<file path="config.mk">
export PLATFORM = sky130hd
export DESIGN_NAME = dcs_ctrl
export DESIGN_NICKNAME = d
export VERILOG_FILES = /design/src/hw/rtl/dcs_pkg.sv /design/src/hw/rtl/dcs_ctrl.sv
export SDC_FILE = /design/constraint.sdc
export NUM_CORES = 1
export LEC_CHECK = 0
export BUFFER_PORTS_ARGS = -buffer_cell sky130_fd_sc_hd__buf_4
export CELL_PAD_IN_SITES_DETAIL_PLACEMENT = 0
export CELL_PAD_IN_SITES_GLOBAL_PLACEMENT = 1
export CORE_AREA = 2 2 39 41
export CTS_BUF_LIST = sky130_fd_sc_hd__clkbuf_8
export DETAILED_ROUTE_END_ITERATION = 6
export DIE_AREA = 0 0 41 43
export PLACE_DENSITY = 0.59
export SYNTH_ARGS = -nofsm -noshare
export SYNTH_HDL_FRONTEND = slang
export SYNTH_SLANG_ARGS = --single-unit
</file>
<file path="constraint.sdc">
create_clock -name clk -period 3.05 [get_ports clk]
set_input_delay 0.1525 -clock clk [delete_from_list [all_inputs] [get_ports clk]]
set_output_delay 0.1525 -clock clk [all_outputs]
set_load 0.1 [all_outputs]
</file>
<file path="src/hw/rtl/dcs_pkg.sv">
package dcs_pkg;

  // element and accumulator widths
  localparam int EL_BITS   = 16;
  localparam int DOT_BITS  = 43;
  localparam int SQ_BITS   = 41;
  localparam int PROD_BITS = 2 * EL_BITS;

  // serial products of the accumulators
  localparam int PP_BITS   = 2 * SQ_BITS;
  localparam int DD_BITS   = 2 * DOT_BITS;
  localparam int MUL_STEPS = DOT_BITS;
  localparam int CNT_BITS  = $clog2(MUL_STEPS);

  // result and root search
  localparam int Q_BITS    = 16;
  localparam int ROOT_BITS = 120;
  localparam logic signed [Q_BITS-1:0] COS_MAX = {1'b0, {(Q_BITS-1){1'b1}}};

  typedef enum logic [3:0] {
    S_ACC,
    S_FOLD,
    S_LOAD,
    S_MUL,
    S_PREP,
    S_RA,
    S_RB,
    S_RC,
    S_DONE
  } state_t;

  typedef struct packed {
    logic take;
    logic load;
    logic mul_step;
    logic prep;
    logic ph_a;
    logic ph_b;
    logic ph_c;
    logic out_load;
  } cmd_t;

  typedef struct packed {
    logic mul_done;
    logic bit_last;
    logic out_full;
  } stat_t;

endpackage

</file>
<file path="src/hw/rtl/dcs_ctrl.sv">
module dcs_ctrl (
  input  logic           clk,
  input  logic           rst,
  input  logic           in_valid,
  input  logic           last,
  input  dcs_pkg::stat_t stat,
  output logic           in_ready,
  output dcs_pkg::cmd_t  cmd
);

  dcs_pkg::state_t state, state_next;

  always_ff @(posedge clk) begin
    if (rst) begin
      state <= dcs_pkg::S_ACC;
    end else begin
      state <= state_next;
    end
  end

  always_comb begin
    state_next = state;
    unique case (state)
      dcs_pkg::S_ACC: begin
        if (in_valid && last) state_next = dcs_pkg::S_FOLD;
      end
      dcs_pkg::S_FOLD: state_next = dcs_pkg::S_LOAD;
      dcs_pkg::S_LOAD: state_next = dcs_pkg::S_MUL;
      dcs_pkg::S_MUL: begin
        if (stat.mul_done) state_next = dcs_pkg::S_PREP;
      end
      dcs_pkg::S_PREP: state_next = dcs_pkg::S_RA;
      dcs_pkg::S_RA:   state_next = dcs_pkg::S_RB;
      dcs_pkg::S_RB:   state_next = dcs_pkg::S_RC;
      dcs_pkg::S_RC: begin
        state_next = stat.bit_last ? dcs_pkg::S_DONE : dcs_pkg::S_RA;
      end
      dcs_pkg::S_DONE: begin
        if (!stat.out_full) state_next = dcs_pkg::S_ACC;
      end
      default: state_next = dcs_pkg::S_ACC;
    endcase
  end

  always_comb begin
    in_ready     = (state == dcs_pkg::S_ACC);
    cmd          = '0;
    cmd.take     = in_valid && in_ready;
    cmd.load     = (state == dcs_pkg::S_LOAD);
    cmd.mul_step = (state == dcs_pkg::S_MUL);
    cmd.prep     = (state == dcs_pkg::S_PREP);
    cmd.ph_a     = (state == dcs_pkg::S_RA);
    cmd.ph_b     = (state == dcs_pkg::S_RB);
    cmd.ph_c     = (state == dcs_pkg::S_RC);
    cmd.out_load = (state == dcs_pkg::S_DONE) && !stat.out_full;
  end

endmodule

</file>
Yosys cells after proc, flatten, opt, wreduce, memory -nomap -nowiden
Index checks and enable logic that the tools add are counted.
- bits in registers: 4
- bits of input ports: 7
- word-level logic and storage cells: 23
- eq/ne operators: 11
- mux-type cells: 5
- reduce and logical (&&, ||, !) cells: 6
- operator list (cell ; number):
    case mux 4 bit (9 select lines) ; 1
    equality test 4 x 3 -> 1 bit, second input constant ; 4
    two-way mux 4 bit ; 4
    equality test 4 x 2 -> 1 bit, second input constant ; 2
    equality test 4 x 1 -> 1 bit, second input constant ; 1
    equality test 4 bit, second input constant ; 1
    logical NOT 4 bit ; 1
    inequality test 2 bit, second input constant ; 2
    logical AND 1 bit ; 3
    AND reduction 3 bit ; 1
    inequality test 2 x 1 -> 1 bit, second input constant ; 1
    logical NOT 1 bit ; 1

Longest topological paths before layout
Gate-level depths: netlist of the first run.
- depth in word-level cells: 3
- depth in mapped cells: 4

Worst setup path after synthesis of the first run
No wires, ideal clock.
- path type: register to output
- start point: register state[2]
- end point: output port cmd[7] in the netlist's numbering
- data arrival time: 4481 ps
- data required time: 2897 ps
- slack: -1584 ps
- cell stages (with the launch flop): 4
- buffers on the path: 1
- path through: dfxtp_1 buf_2 nor4_1 and2_1
- RTL lines (element ; RTL line ; source):
    start, declared ; dcs_ctrl.sv:11 ; dcs_pkg::state_t state, state_next;
    start signal, assigned ; dcs_ctrl.sv:15 ; state <= dcs_pkg::S_ACC;
    start signal, assigned ; dcs_ctrl.sv:17 ; state <= state_next;
    end, declared ; dcs_ctrl.sv:8 ; output dcs_pkg::cmd_t cmd

==> flow_summary.rst, run 1 <==
.. list-table::
   :header-rows: 1

   * - Metric
     - Value
   * - Maximum VDD drop
     - around 0.18 mV
   * - DRC violation total after the first TritonRoute iteration
     - 6
   * - Post-CTS Setup Bufs
     - 0
   * - Final critical-path setup slack
     - roughly 1400 ps
   * - Total power of the final layout
     - 0.3223 mW
   * - Result of the run
     - completed
   * - Worst path required time
     - ~2900 ps
   * - Clock sinks
     - 4
   * - Placer congestion estimate
     - 0.7099
   * - Area of the core region
     - about 1400 sq um
   * - Share of async-settable or async-resettable flops after synthesis
     - 0
   * - Static Leak
     - ~0.20 nW
   * - Number of input and output port buffers inserted
     - 15
   * - Most used DFF post-synth
     - sky130_fd_sc_hd__dfxtp_1
   * - Per-cell via count in the routed design
     - 4.971
   * - Post-synthesis cell type count
     - 26
   * - Final setup viols
     - 0
   * - Pin count of the biggest net entering global routing
     - 14
   * - Period utilization
     - 0.5378
   * - Fraction of layout cells with a size suffix above 1
     - 0.4231
   * - Net count after synthesis
     - 45
   * - Power per cell area
     - 688.7 nW/um^2
   * - Cell area after synthesis
     - 309.0 sq um
   * - Diode count
     - 0
   * - Post-detailed-routing wire length
     - between 700 and 800 um
   * - Final count of hold timing violations
     - 0
   * - Hold-fix buffers, CTS
     - 0
   * - First-pass GRT wire length
     - ~1200 um
   * - Total I/O pin count
     - 16
   * - Critical path peak fanout
     - 13
   * - Die outline area
     - approximately 1800 sq um
   * - Final min period
     - about 1600 ps
   * - Synthesized flop and latch total
     - 4
   * - Worst Path Class, Setup
     - reg2out
   * - Number of antenna violations at the first check in global routing
     - 0
   * - Area Growth Syn to Fin
     - 51.42%
   * - Kind of start point of the critical path
     - flop
   * - FMAX
     - a little over 600 MHz
   * - Cell accounting for the most synthesized area
     - sky130_fd_sc_hd__dfxtp_1
   * - TritonCTS clock tree
     - yes
   * - Number of gates resized after cts
     - 0
   * - Total instance count after detailed placement
     - 65
   * - Finished Cell Area
     - 467.9 sq um
   * - DP Area
     - 426.7 sq um
   * - RSZ-0062 raised after global routing
     - no
   * - Number of enable-type register cells in the synthesized netlist
     - 0
   * - Yosys warns
     - 0
   * - Row count
     - 14
   * - Pin slew with the least headroom to its limit
     - between 400 and 500 ps
   * - Effective utilization at floorplan
     - 0.2233
   * - GRT Resource Usage Total
     - 0.1023
   * - Critical path capture point type
     - output port
   * - Met3 global-route usage
     - 0.04712
   * - Total of max-cap violations
     - 0
   * - Via count
     - roughly 340
   * - Residual DRC
     - 0
   * - CTS max path bufs
     - 2
   * - Global Route met2 Usage
     - 0.1594
   * - Worst setup skew after layout
     - approximately 1.1 ps
   * - Routed len/inst
     - 11.75 um
   * - Data arrival time of the critical path
     - 1490 ps
   * - Top post-synthesis cells by area
     - sky130_fd_sc_hd__dfxtp_1 (26%), sky130_fd_sc_hd__nand2b_1 (6.1%), sky130_fd_sc_hd__nor3_1 (4.9%)
   * - Count of nets left with antenna violations after detail routing
     - 0
   * - Final Instance Count excl. Fillers
     - between 60 and 70
   * - Gr busiest metal
     - met2
   * - Final-report max-slew violation count
     - 0
   * - Clk slew on worst S/H paths
     - ~30 ps
   * - Synth cell count leaders
     - sky130_fd_sc_hd__dfxtp_1 (4), sky130_fd_sc_hd__nor2_1 (4), sky130_fd_sc_hd__nand2b_1 (3), sky130_fd_sc_hd__nor3_1 (3)
   * - Worst slack after detailed placement
     - 1642 ps
   * - Grt total ovfl
     - 0
   * - Met1 Track Usage GR
     - 0.1058
   * - Share of the synthesized area in the top cell type
     - 0.2591
   * - Flip-flop count of the largest register, all copies and words added
     - 4
   * - Post-layout nets
     - 61
   * - Number of H-tree levels
     - 1
   * - Part of the Yosys area used for sequential elements
     - 0.2591
   * - Vias in the first global route
     - about 290
   * - Number of CTS-inserted buffers
     - 3
   * - Cells after synthesis
     - 38
   * - Syn_area_per_cell
     - 8.133 sq um
   * - Biggest registers after layout
     - state: 4 flops
   * - Register with the most flip-flops
     - state
   * - Die width
     - slightly above 40 um
   * - Clock network latency to the later pin of the worst-skew pair
     - around 210 ps
   * - Worst Hold Class
     - in2reg
   * - Worst max-slew margin expressed relative to the limit
     - 0.7137
   * - Chip height
     - about 43 um
   * - Clock Root Buffer
     - sky130_fd_sc_hd__clkbuf_8
   * - First-pass iteration count of the detailed router
     - 2
-- routing by layer --
layer / up-vias / part of all wire
met1: 156 / 0.44
met3: 0 / 0.065
li1: 171 / -
met2: 11 / 0.50
met5: - / 0
met4: 0 / 0
-- cell usage in the layout (no fill, tap or decap), types with 2 or more instances in the layout --
cell / count
sky130_fd_sc_hd__buf_4: 15
sky130_fd_sc_hd__nor2_1: 4
sky130_fd_sc_hd__dfxtp_1: 4
sky130_fd_sc_hd__nand2b_1: 3
sky130_fd_sc_hd__nor3_1: 3
sky130_fd_sc_hd__clkbuf_8: 3
sky130_fd_sc_hd__a21oi_1: 2
-- final timing paths --
| kind | startpoint | to | slack (ps) | depth (start not counted) |
|---|---|---|---|---|
| max | state[2] | cmd[3] | 1410 | 3 |
| min | rst | state[1] | 140 | 2 |
| max reg2reg | state[1] | state[1] | 1730 | 3 |
| min reg2reg | state[3] | state[3] | 670 | 2 |
-- logic make-up (layout without fill, tap and decap cells) --
group / after synthesis / count (layout) / synth area share
AND/OR/NAND/NOR: 23 / 23 / 0.4818
buffers and inverters: 4 / 18 / 0.08905
flip-flops: 4 / 4 / 0.2591
AO/OA/AOI/OAI: 6 / 6 / 0.1377
multiplexers: 1 / 1 / 0.03239
-- power breakdown --
part	switching (mW)	internal (mW)
Combinational	0.0974	0.0386
Clock	0.0256	0.0840
Sequential	0.0184	0.0581
-- critical path: stages, from the launching register on --
cell                       delay, ps
sky130_fd_sc_hd__dfxtp_1         570
sky130_fd_sc_hd__nand2b_1        180
sky130_fd_sc_hd__nor3b_1         210
sky130_fd_sc_hd__buf_4           320
-- metrics by stage --
stage	util	setup TNS [ps]	hold slack, ps
detailed placement	0.3083	0	356.5
global route	0.3382	0	134.8
CTS	0.3382	0	136.3
floorplan	-	-295.0	221.6
global placement	0.3083	0	355.4
finish	0.3382	0	139.7
-- layout make-up --
class	instances	area (sq um)
Tap cell	16	20.02
Fill cell	155	915.9
Clock buffer	3	41.29
Sequential cell	4	80.08
Multi-Input combinational cell	30	214.0
Timing Repair Buffer	15	112.6
Power figures use the tool's default switching activity.
==> inputs of run 2 (changes only) <==
Settings changed: PLACE_DENSITY 0.59 to 0.61.
Clock period 3.05 ns to 1.4 ns, I/O delays scaled along.
==> run 2 against run 1 <==
Compared with the run above: power up 150%; first-iteration DRC count down 17%; worst hold slack worse by 100 ps; sequential power up 120%; die area unchanged; register-to-register slack worse by 1500 ps; wire length up 15%; combinational power rose to 2.9 times the previous value; non-clock buffer count up 8; core utilization up 12 points; sequential share of layout area down 3.2 points; final cell count up 12%; critical path type unchanged; critical endpoint is now cmd[0]; largest power group unchanged; highest routed layer is now met4.
==> flow_summary.rst, run 2 (synthesis gave the netlist of run 1 again) <==
.. list-table::
   :header-rows: 1

   * - Metric
     - Value
   * - HPWL after DPL
     - 749.7 um
   * - Highest-delay cell along the critical path
     - sky130_fd_sc_hd__dfxtp_4 (was sky130_fd_sc_hd__dfxtp_1)
   * - Via count
     - 375 (was 338)
   * - Total of max-cap violations
     - 0 (unchanged)
   * - Number of antenna violations at the first check in global routing
     - 0 (unchanged)
   * - DRC violation total after the first TritonRoute iteration
     - 5 (was 6)
   * - First-pass GRT wire length
     - 1366 um (was 1221 um)
   * - Clock Root Buffer
     - sky130_fd_sc_hd__clkbuf_8 (unchanged)
   * - Final Instance Count excl. Fillers
     - 76 (was 68)
   * - Period utilization
     - 0.9613
   * - Clock sinks
     - 4 (unchanged)
   * - Number of input and output port buffers inserted
     - 15 (unchanged)
   * - Area of the core region
     - 1384 sq um (unchanged)
   * - Worst Path Buf+Inv
     - 2 (was 1)
   * - Most common library cell in the layout ignoring fill and taps
     - sky130_fd_sc_hd__buf_4 (unchanged)
   * - Fill cell total of the finished layout
     - 140 (was 155)
   * - Total instance count after detailed placement
     - 72 (was 65)
   * - Pin slew with the least headroom to its limit
     - 409.4 ps (was 428.9 ps)
   * - First-pass iteration count of the detailed router
     - 2 (unchanged)
   * - Worst Hold End
     - state[1] (unchanged)
   * - Count of nets left with antenna violations after detail routing
     - 0 (unchanged)
   * - Multi-input logic area
     - 281.5 sq um (was 214.0 sq um)
   * - Worst path required time
     - 1330 ps (was 2900 ps)
   * - Clock network latency to the later pin of the worst-skew pair
     - 220 ps (was 210 ps)
   * - Finished Cell Area
     - 639.4 sq um (was 467.9 sq um)
   * - Row count
     - 14 (unchanged)
   * - Residual DRC
     - 0 (unchanged)
   * - Die outline area
     - 1763 sq um (unchanged)
   * - Post-detailed-routing wire length
     - 918 um (was 799 um)
   * - Longest individual stage delay on the worst path
     - 370 ps (was 570 ps)
   * - Worst setup skew after layout
     - 3.458 ps (was 1.084 ps)
   * - Number of H-tree levels
     - 1 (unchanged)
   * - Most frequent cells in the layout
     - sky130_fd_sc_hd__buf_4 (17), sky130_fd_sc_hd__buf_6 (4), sky130_fd_sc_hd__clkbuf_8 (3) (was sky130_fd_sc_hd__buf_4 (15), sky130_fd_sc_hd__nor2_1 (4), sky130_fd_sc_hd__dfxtp_1 (4))
   * - FF-to-FF setup slack
     - 210 ps (was 1730 ps)
   * - Worst hold path stage count
     - 2 (unchanged)
   * - Effective utilization at floorplan
     - 0.2233 (unchanged)
   * - Critical path peak fanout
     - 8 (was 13)
   * - Static Leak
     - 0.2721 nW (was 0.2015 nW)
   * - DP Area
     - 543.0 sq um (was 426.7 sq um)
   * - Worst hold slack across all endpoints
     - 38.39 ps (was 139.7 ps)
   * - Diode count
     - 0 (unchanged)
   * - Area taken by flip-flops and latches
     - 88.84 sq um (was 80.08 sq um)
   * - Startpoint of the most critical register-to-register path
     - state[2] (was state[1])
   * - Worst max-slew margin expressed relative to the limit
     - 0.7200 (was 0.7137)
   * - Final-report max-slew violation count
     - 0 (unchanged)
   * - Worst Hold Class
     - in2reg (unchanged)
   * - Final min period
     - 1346 ps
   * - Maximum VDD drop
     - 0.6647 mV (was 0.1803 mV)
   * - Worst Path Class, Setup
     - reg2out (unchanged)
   * - Clk slew on worst S/H paths
     - 30 ps (about the same)
   * - Worst slack after detailed placement
     - 94.96 ps (was 1642 ps)
   * - Flip-flop count of the largest register, all copies and words added
     - 4 (unchanged)
   * - Depth of the most critical reg-to-reg path
     - 3 (unchanged)
   * - Final setup viols
     - 0 (unchanged)
   * - Final core utilization
     - 0.4620 (was 0.3382)
   * - TritonCTS clock tree
     - yes (unchanged)
   * - Result of the run
     - completed (unchanged)
   * - Routed len/inst
     - 12.08 um (was 11.75 um)
   * - Vias in the first global route
     - 325 (was 292)
   * - Per-cell via count in the routed design
     - 4.934 (was 4.971)
   * - RSZ-0062 raised after global routing
     - no (unchanged)
   * - GRT Resource Usage Total
     - 0.1206 (was 0.1023)
   * - Placer congestion estimate
     - 0.7212 (was 0.7099)
   * - Area Growth Syn to Fin
     - 106.9% (was 51.42%)
   * - Hold path start
     - rst (unchanged)
   * - Chip height
     - 43 um (unchanged)
   * - Power per cell area
     - 1257 nW/um^2 (was 688.7 nW/um^2)
   * - Fraction of layout cells with a size suffix above 1
     - 0.7000 (was 0.4231)
   * - Die width
     - 41 um (unchanged)
   * - Biggest registers after layout
     - state: 4 flops (unchanged)
   * - End of the worst register-to-register path
     - state[2] (was state[1])
   * - Pin count of the biggest net entering global routing
     - 13 (was 14)
   * - Largest delay share family, worst path
     - buffers and inverters (was flip-flops)
   * - Critical path capture point type
     - output port (unchanged)
   * - Data arrival time of the critical path
     - 1280 ps (was 1490 ps)
   * - Register with the most flip-flops
     - state (unchanged)
   * - Grt total ovfl
     - 0 (unchanged)
   * - Post-layout nets
     - 69 (was 61)
   * - FMAX
     - 743.1 MHz
   * - Number of CTS-inserted buffers
     - 3 (unchanged)
   * - Total I/O pin count
     - 16 (unchanged)
   * - CTS max path bufs
     - 2 (unchanged)
   * - Kind of start point of the critical path
     - flop (unchanged)
   * - Crit-path cells
     - buf_4 > nor4bb_4 > buf_6 (was nand2b_1 > nor3b_1 > buf_4)
   * - Final count of hold timing violations
     - 0 (unchanged)
   * - Final critical-path setup slack
     - 54.20 ps (was 1410 ps)
==> run 2: changes by cell type in the layout (fill, tap and decap cells not counted), sizes merged <==
cell and change:
buf +8
==> run 2: how the worst max path moves through the flow <==
stage / from / end / slack (ps) / cells after the start
floorplan: state[2] / cmd[7] / -770 / 3
global placement: state[0] / state[2] / 110 / 3
detailed placement: state[0] / state[2] / 90 / 4
CTS: state[2] / cmd[7] / 0.04 / 3
global route: state[2] / cmd[0] / 10 / 3
finish: state[2] / cmd[0] / 50 / 3
==> run 2: layer usage <==
metal	vias to the layer above	wire length (um)	GRT usage
met5	-	0	0
met4	0	31	0.1200
met3	2	79	0.02094
met2	16	448	0.1844
met1	169	359	0.1258
li1	188	-	-
==> run 2: timing repair <==
action                                  in CTS  in global routing
pin swaps                                    0                  1
endpoints found under the setup margin       8                  6
hold buffers                                 0                  0
setup buffers                                0                  1
resized for setup                            7                  8
==> run 2: final cells by class <==
class / instances / area share
multi-input combinational: 30 / 0.4403
sequential: 4 / 0.1389
timing repair buffer: 23 / 0.3249
tap: 16 / 0.03131
clock buffer: 3 / 0.06458
==> run 2: power by group <==
part           internal (mW)  switching [mW]
Sequential             0.129          0.0389
Combinational          0.144           0.244
Clock                  0.184          0.0636
==> run 2: per-stage QoR <==
stage	power (mW)	setup TNS, ps
floorplan	0.4585	-3434
global placement	0.5249	0
detailed placement	0.5303	0
CTS	0.7946	0
global route	0.8318	0
finish	0.8036	0
==> inputs of run 3 (changes only) <==
Settings changed: SETUP_SLACK_MARGIN from default to 0.1.
==> run 3 against run 2 <==
Compared with the run above: clock power is essentially flat; count of clock-buffer cells in the layout unchanged; global-route usage rose by 0.30 points; highest routed layer unchanged; core utilization increased by 2.5 points; flip-flop and latch count unchanged; first-iteration DRC count decreased by 60%; register-to-register slack lost 80 ps; die area did not move; cell area increased by 5.5%; non-clock buffer count did not move; largest power group unchanged; critical path depth unchanged.
==> flow_summary.rst, run 3 (synthesis gave the netlist of run 1 again) <==
.. list-table::
   :header-rows: 1

   * - Metric
     - Value
   * - First-pass iteration count of the detailed router
     - 2 (unchanged)
   * - Area of the core region
     - 1384 sq um (unchanged)
   * - Kind of start point of the critical path
     - flop (unchanged)
   * - Final Instance Count excl. Fillers
     - 76 (unchanged)
   * - Number of antenna violations at the first check in global routing
     - 0 (unchanged)
   * - Register with the most flip-flops
     - state (unchanged)
   * - Final setup viols
     - 0 (unchanged)
   * - Fraction of layout cells with a size suffix above 1
     - 0.7167 (was 0.7000)
   * - Power per cell area
     - 1217 nW/um^2 (was 1257 nW/um^2)
   * - Total instance count after detailed placement
     - 72 (unchanged)
   * - Pin count of the biggest net entering global routing
     - 10 (was 13)
   * - Number of H-tree levels
     - 1 (unchanged)
   * - GRT Resource Usage Total
     - 0.1236 (was 0.1206)
   * - End of the worst register-to-register path
     - state[1] (was state[2])
   * - Final core utilization
     - 0.4873 (was 0.4620)
   * - Worst max-slew margin expressed relative to the limit
     - 0.7605 (was 0.7200)
   * - Clock sinks
     - 4 (unchanged)
   * - Worst setup skew after layout
     - 2.768 ps (was 3.458 ps)
   * - Final critical-path setup slack
     - 57.46 ps (was 54.20 ps)
   * - Row count
     - 14 (unchanged)
   * - Crit path from
     - state[2] (unchanged)
   * - Worst hold path stage count
     - 2 (unchanged)
   * - Worst path required time
     - 1330 ps (about the same)
   * - FF-to-FF setup slack
     - 130 ps (was 210 ps)
   * - FMAX
     - 744.9 MHz (was 743.1 MHz)
   * - Die outline area
     - 1763 sq um (unchanged)
   * - Total power of the final layout
     - 0.8209 mW (was 0.8036 mW)
   * - HPWL after DPL
     - 678 um (was 749.7 um)
   * - Final count of hold timing violations
     - 0 (unchanged)
   * - DRC violation total after the first TritonRoute iteration
     - 2 (was 5)
   * - Most common library cell in the layout ignoring fill and taps
     - sky130_fd_sc_hd__buf_4 (unchanged)
   * - Routed len/inst
     - 12.01 um (was 12.08 um)
   * - Biggest registers after layout
     - state: 4 flops (unchanged)
   * - Final-report max-slew violation count
     - 0 (unchanged)
   * - Die width
     - 41 um (unchanged)
   * - Grt total ovfl
     - 0 (unchanged)
   * - Clock Root Buffer
     - sky130_fd_sc_hd__clkbuf_8 (unchanged)
   * - Critical Path End
     - cmd[7] (was cmd[0])
   * - Clk slew on worst S/H paths
     - 30 ps (about the same)
   * - Clock network latency to the later pin of the worst-skew pair
     - 220 ps (about the same)
   * - Chip height
     - 43 um (unchanged)
   * - Startpoint of the most critical register-to-register path
     - state[2] (unchanged)
   * - RSZ-0062 raised after global routing
     - yes (was no)
   * - Post-detailed-routing wire length
     - 913 um (was 918 um)
   * - CTS max path bufs
     - 2 (unchanged)
   * - Per-cell via count in the routed design
     - 5.000 (was 4.934)
   * - TritonCTS clock tree
     - yes (unchanged)
   * - Hold path start
     - rst (unchanged)
   * - Via count
     - 380 (was 375)
   * - Flip-flop count of the largest register, all copies and words added
     - 4 (unchanged)
   * - Fill cell total of the finished layout
     - 131 (was 140)
   * - Worst Hold Class
     - in2reg (unchanged)
   * - Worst slack after detailed placement
     - 89.20 ps (was 94.96 ps)
   * - Vias in the first global route
     - 365 (was 325)
   * - Worst Path Class, Setup
     - reg2out (unchanged)
   * - Most frequent cells in the layout
     - sky130_fd_sc_hd__buf_4 (13), sky130_fd_sc_hd__buf_6 (7), sky130_fd_sc_hd__clkbuf_8 (3), sky130_fd_sc_hd__buf_12 (3), sky130_fd_sc_hd__dfxtp_4 (3) (was sky130_fd_sc_hd__buf_4 (17), sky130_fd_sc_hd__buf_6 (4), sky130_fd_sc_hd__clkbuf_8 (3))
   * - Critical path peak fanout
     - 7 (was 8)
   * - Pin slew with the least headroom to its limit
     - 356.0 ps (was 409.4 ps)
   * - Period utilization
     - 0.9590 (was 0.9613)
   * - Post-layout nets
     - 69 (unchanged)
   * - Effective utilization at floorplan
     - 0.2233 (unchanged)
   * - Area Growth Syn to Fin
     - 118.2% (was 106.9%)
   * - Static Leak
     - 0.2793 nW (was 0.2721 nW)
   * - Count of nets left with antenna violations after detail routing
     - 0 (unchanged)
   * - Residual DRC
     - 0 (unchanged)
   * - Maximum VDD drop
     - 0.6958 mV (was 0.6647 mV)
   * - Diode count
     - 0 (unchanged)
   * - Placer congestion estimate
     - 0.7207 (was 0.7212)
   * - Critical path capture point type
     - output port (unchanged)
   * - Number of input and output port buffers inserted
     - 15 (unchanged)
   * - Depth of the most critical reg-to-reg path
     - 3 (unchanged)
   * - Total of max-cap violations
     - 0 (unchanged)
   * - First-pass GRT wire length
     - 1428 um (was 1366 um)
   * - Data arrival time of the critical path
     - 1270 ps (was 1280 ps)
   * - Result of the run
     - completed (unchanged)
   * - Total I/O pin count
     - 16 (unchanged)
   * - Number of CTS-inserted buffers
     - 3 (unchanged)
   * - Final total negative setup slack
     - 0 ps (unchanged)
   * - Final min period
     - 1343 ps (was 1346 ps)
## run 3: cell types whose count changed in the layout (fill, tap and decap cells not counted)
cell / delta
sky130_fd_sc_hd__a2111oi_0: -1
sky130_fd_sc_hd__buf_6: +3
sky130_fd_sc_hd__buf_4: -4
sky130_fd_sc_hd__buf_8: -1
sky130_fd_sc_hd__buf_12: +2
sky130_fd_sc_hd__dfxtp_4: +1
sky130_fd_sc_hd__nand2b_2: +1
sky130_fd_sc_hd__a2111oi_1: +1
sky130_fd_sc_hd__nand2b_1: -1
sky130_fd_sc_hd__dfxtp_2: -1
## run 3: what timing repair did
action,CTS,global route
buffers inserted,1,0
pin swaps,2,0
gates resized for setup,19,6
hold buffers,0,0
setup endpoints to repair,10,9
## run 3: power breakdown
| part | total (mW) | leakage, nW | internal, mW | switching [mW] |
|---|---|---|---|---|
| combinational | 0.403 | 0.223 | 0.156 | 0.248 |
| sequential | 0.171 | 0.0347 | 0.130 | 0.0404 |
| clock | 0.247 | 0.0216 | 0.184 | 0.0631 |
| total | 0.821 | 0.279 | 0.470 | 0.351 |
## run 3: cell type report
| type | count | area [sq um] | share of cell area |
|---|---|---|---|
| clock buffer | 3 | 41.29 | 0.06122 |
| sequential | 4 | 91.34 | 0.1354 |
| timing repair buffer | 23 | 236.5 | 0.3506 |
| tap | 16 | 20.02 | 0.02968 |
| multi-input combinational | 30 | 285.3 | 0.4230 |
## run 3: worst min-delay path by stage
stage          endpoint
2_1_floorplan  state[1]
3_3_place_gp   state[1]
3_5_place_dp   state[1]
4_1_cts        state[1]
5_1_grt        state[1]
6_report       state[1]
## run 3: stage by stage
stage               hold WS (ps)  area [sq um]
detailed placement         272.9         543.0
global route               45.17         674.4
floorplan                  139.1         391.6
finish                     39.27         674.4
global placement           269.8         543.0
CTS                        34.49         651.9
## run 3: metal layers
layer	track usage	share of wire	wire length [um]
met5	0	0	0
met4	0.1200	0.032	29
met3	0.02094	0.076	69
met2	0.2031	0.52	472
met1	0.1161	0.37	342
## run 3: worst max-delay path: stages, from the launching register on
cell,delay (ps)
sky130_fd_sc_hd__dfxtp_4,370
sky130_fd_sc_hd__nor4_4,320
sky130_fd_sc_hd__and2_4,200
sky130_fd_sc_hd__buf_12,160
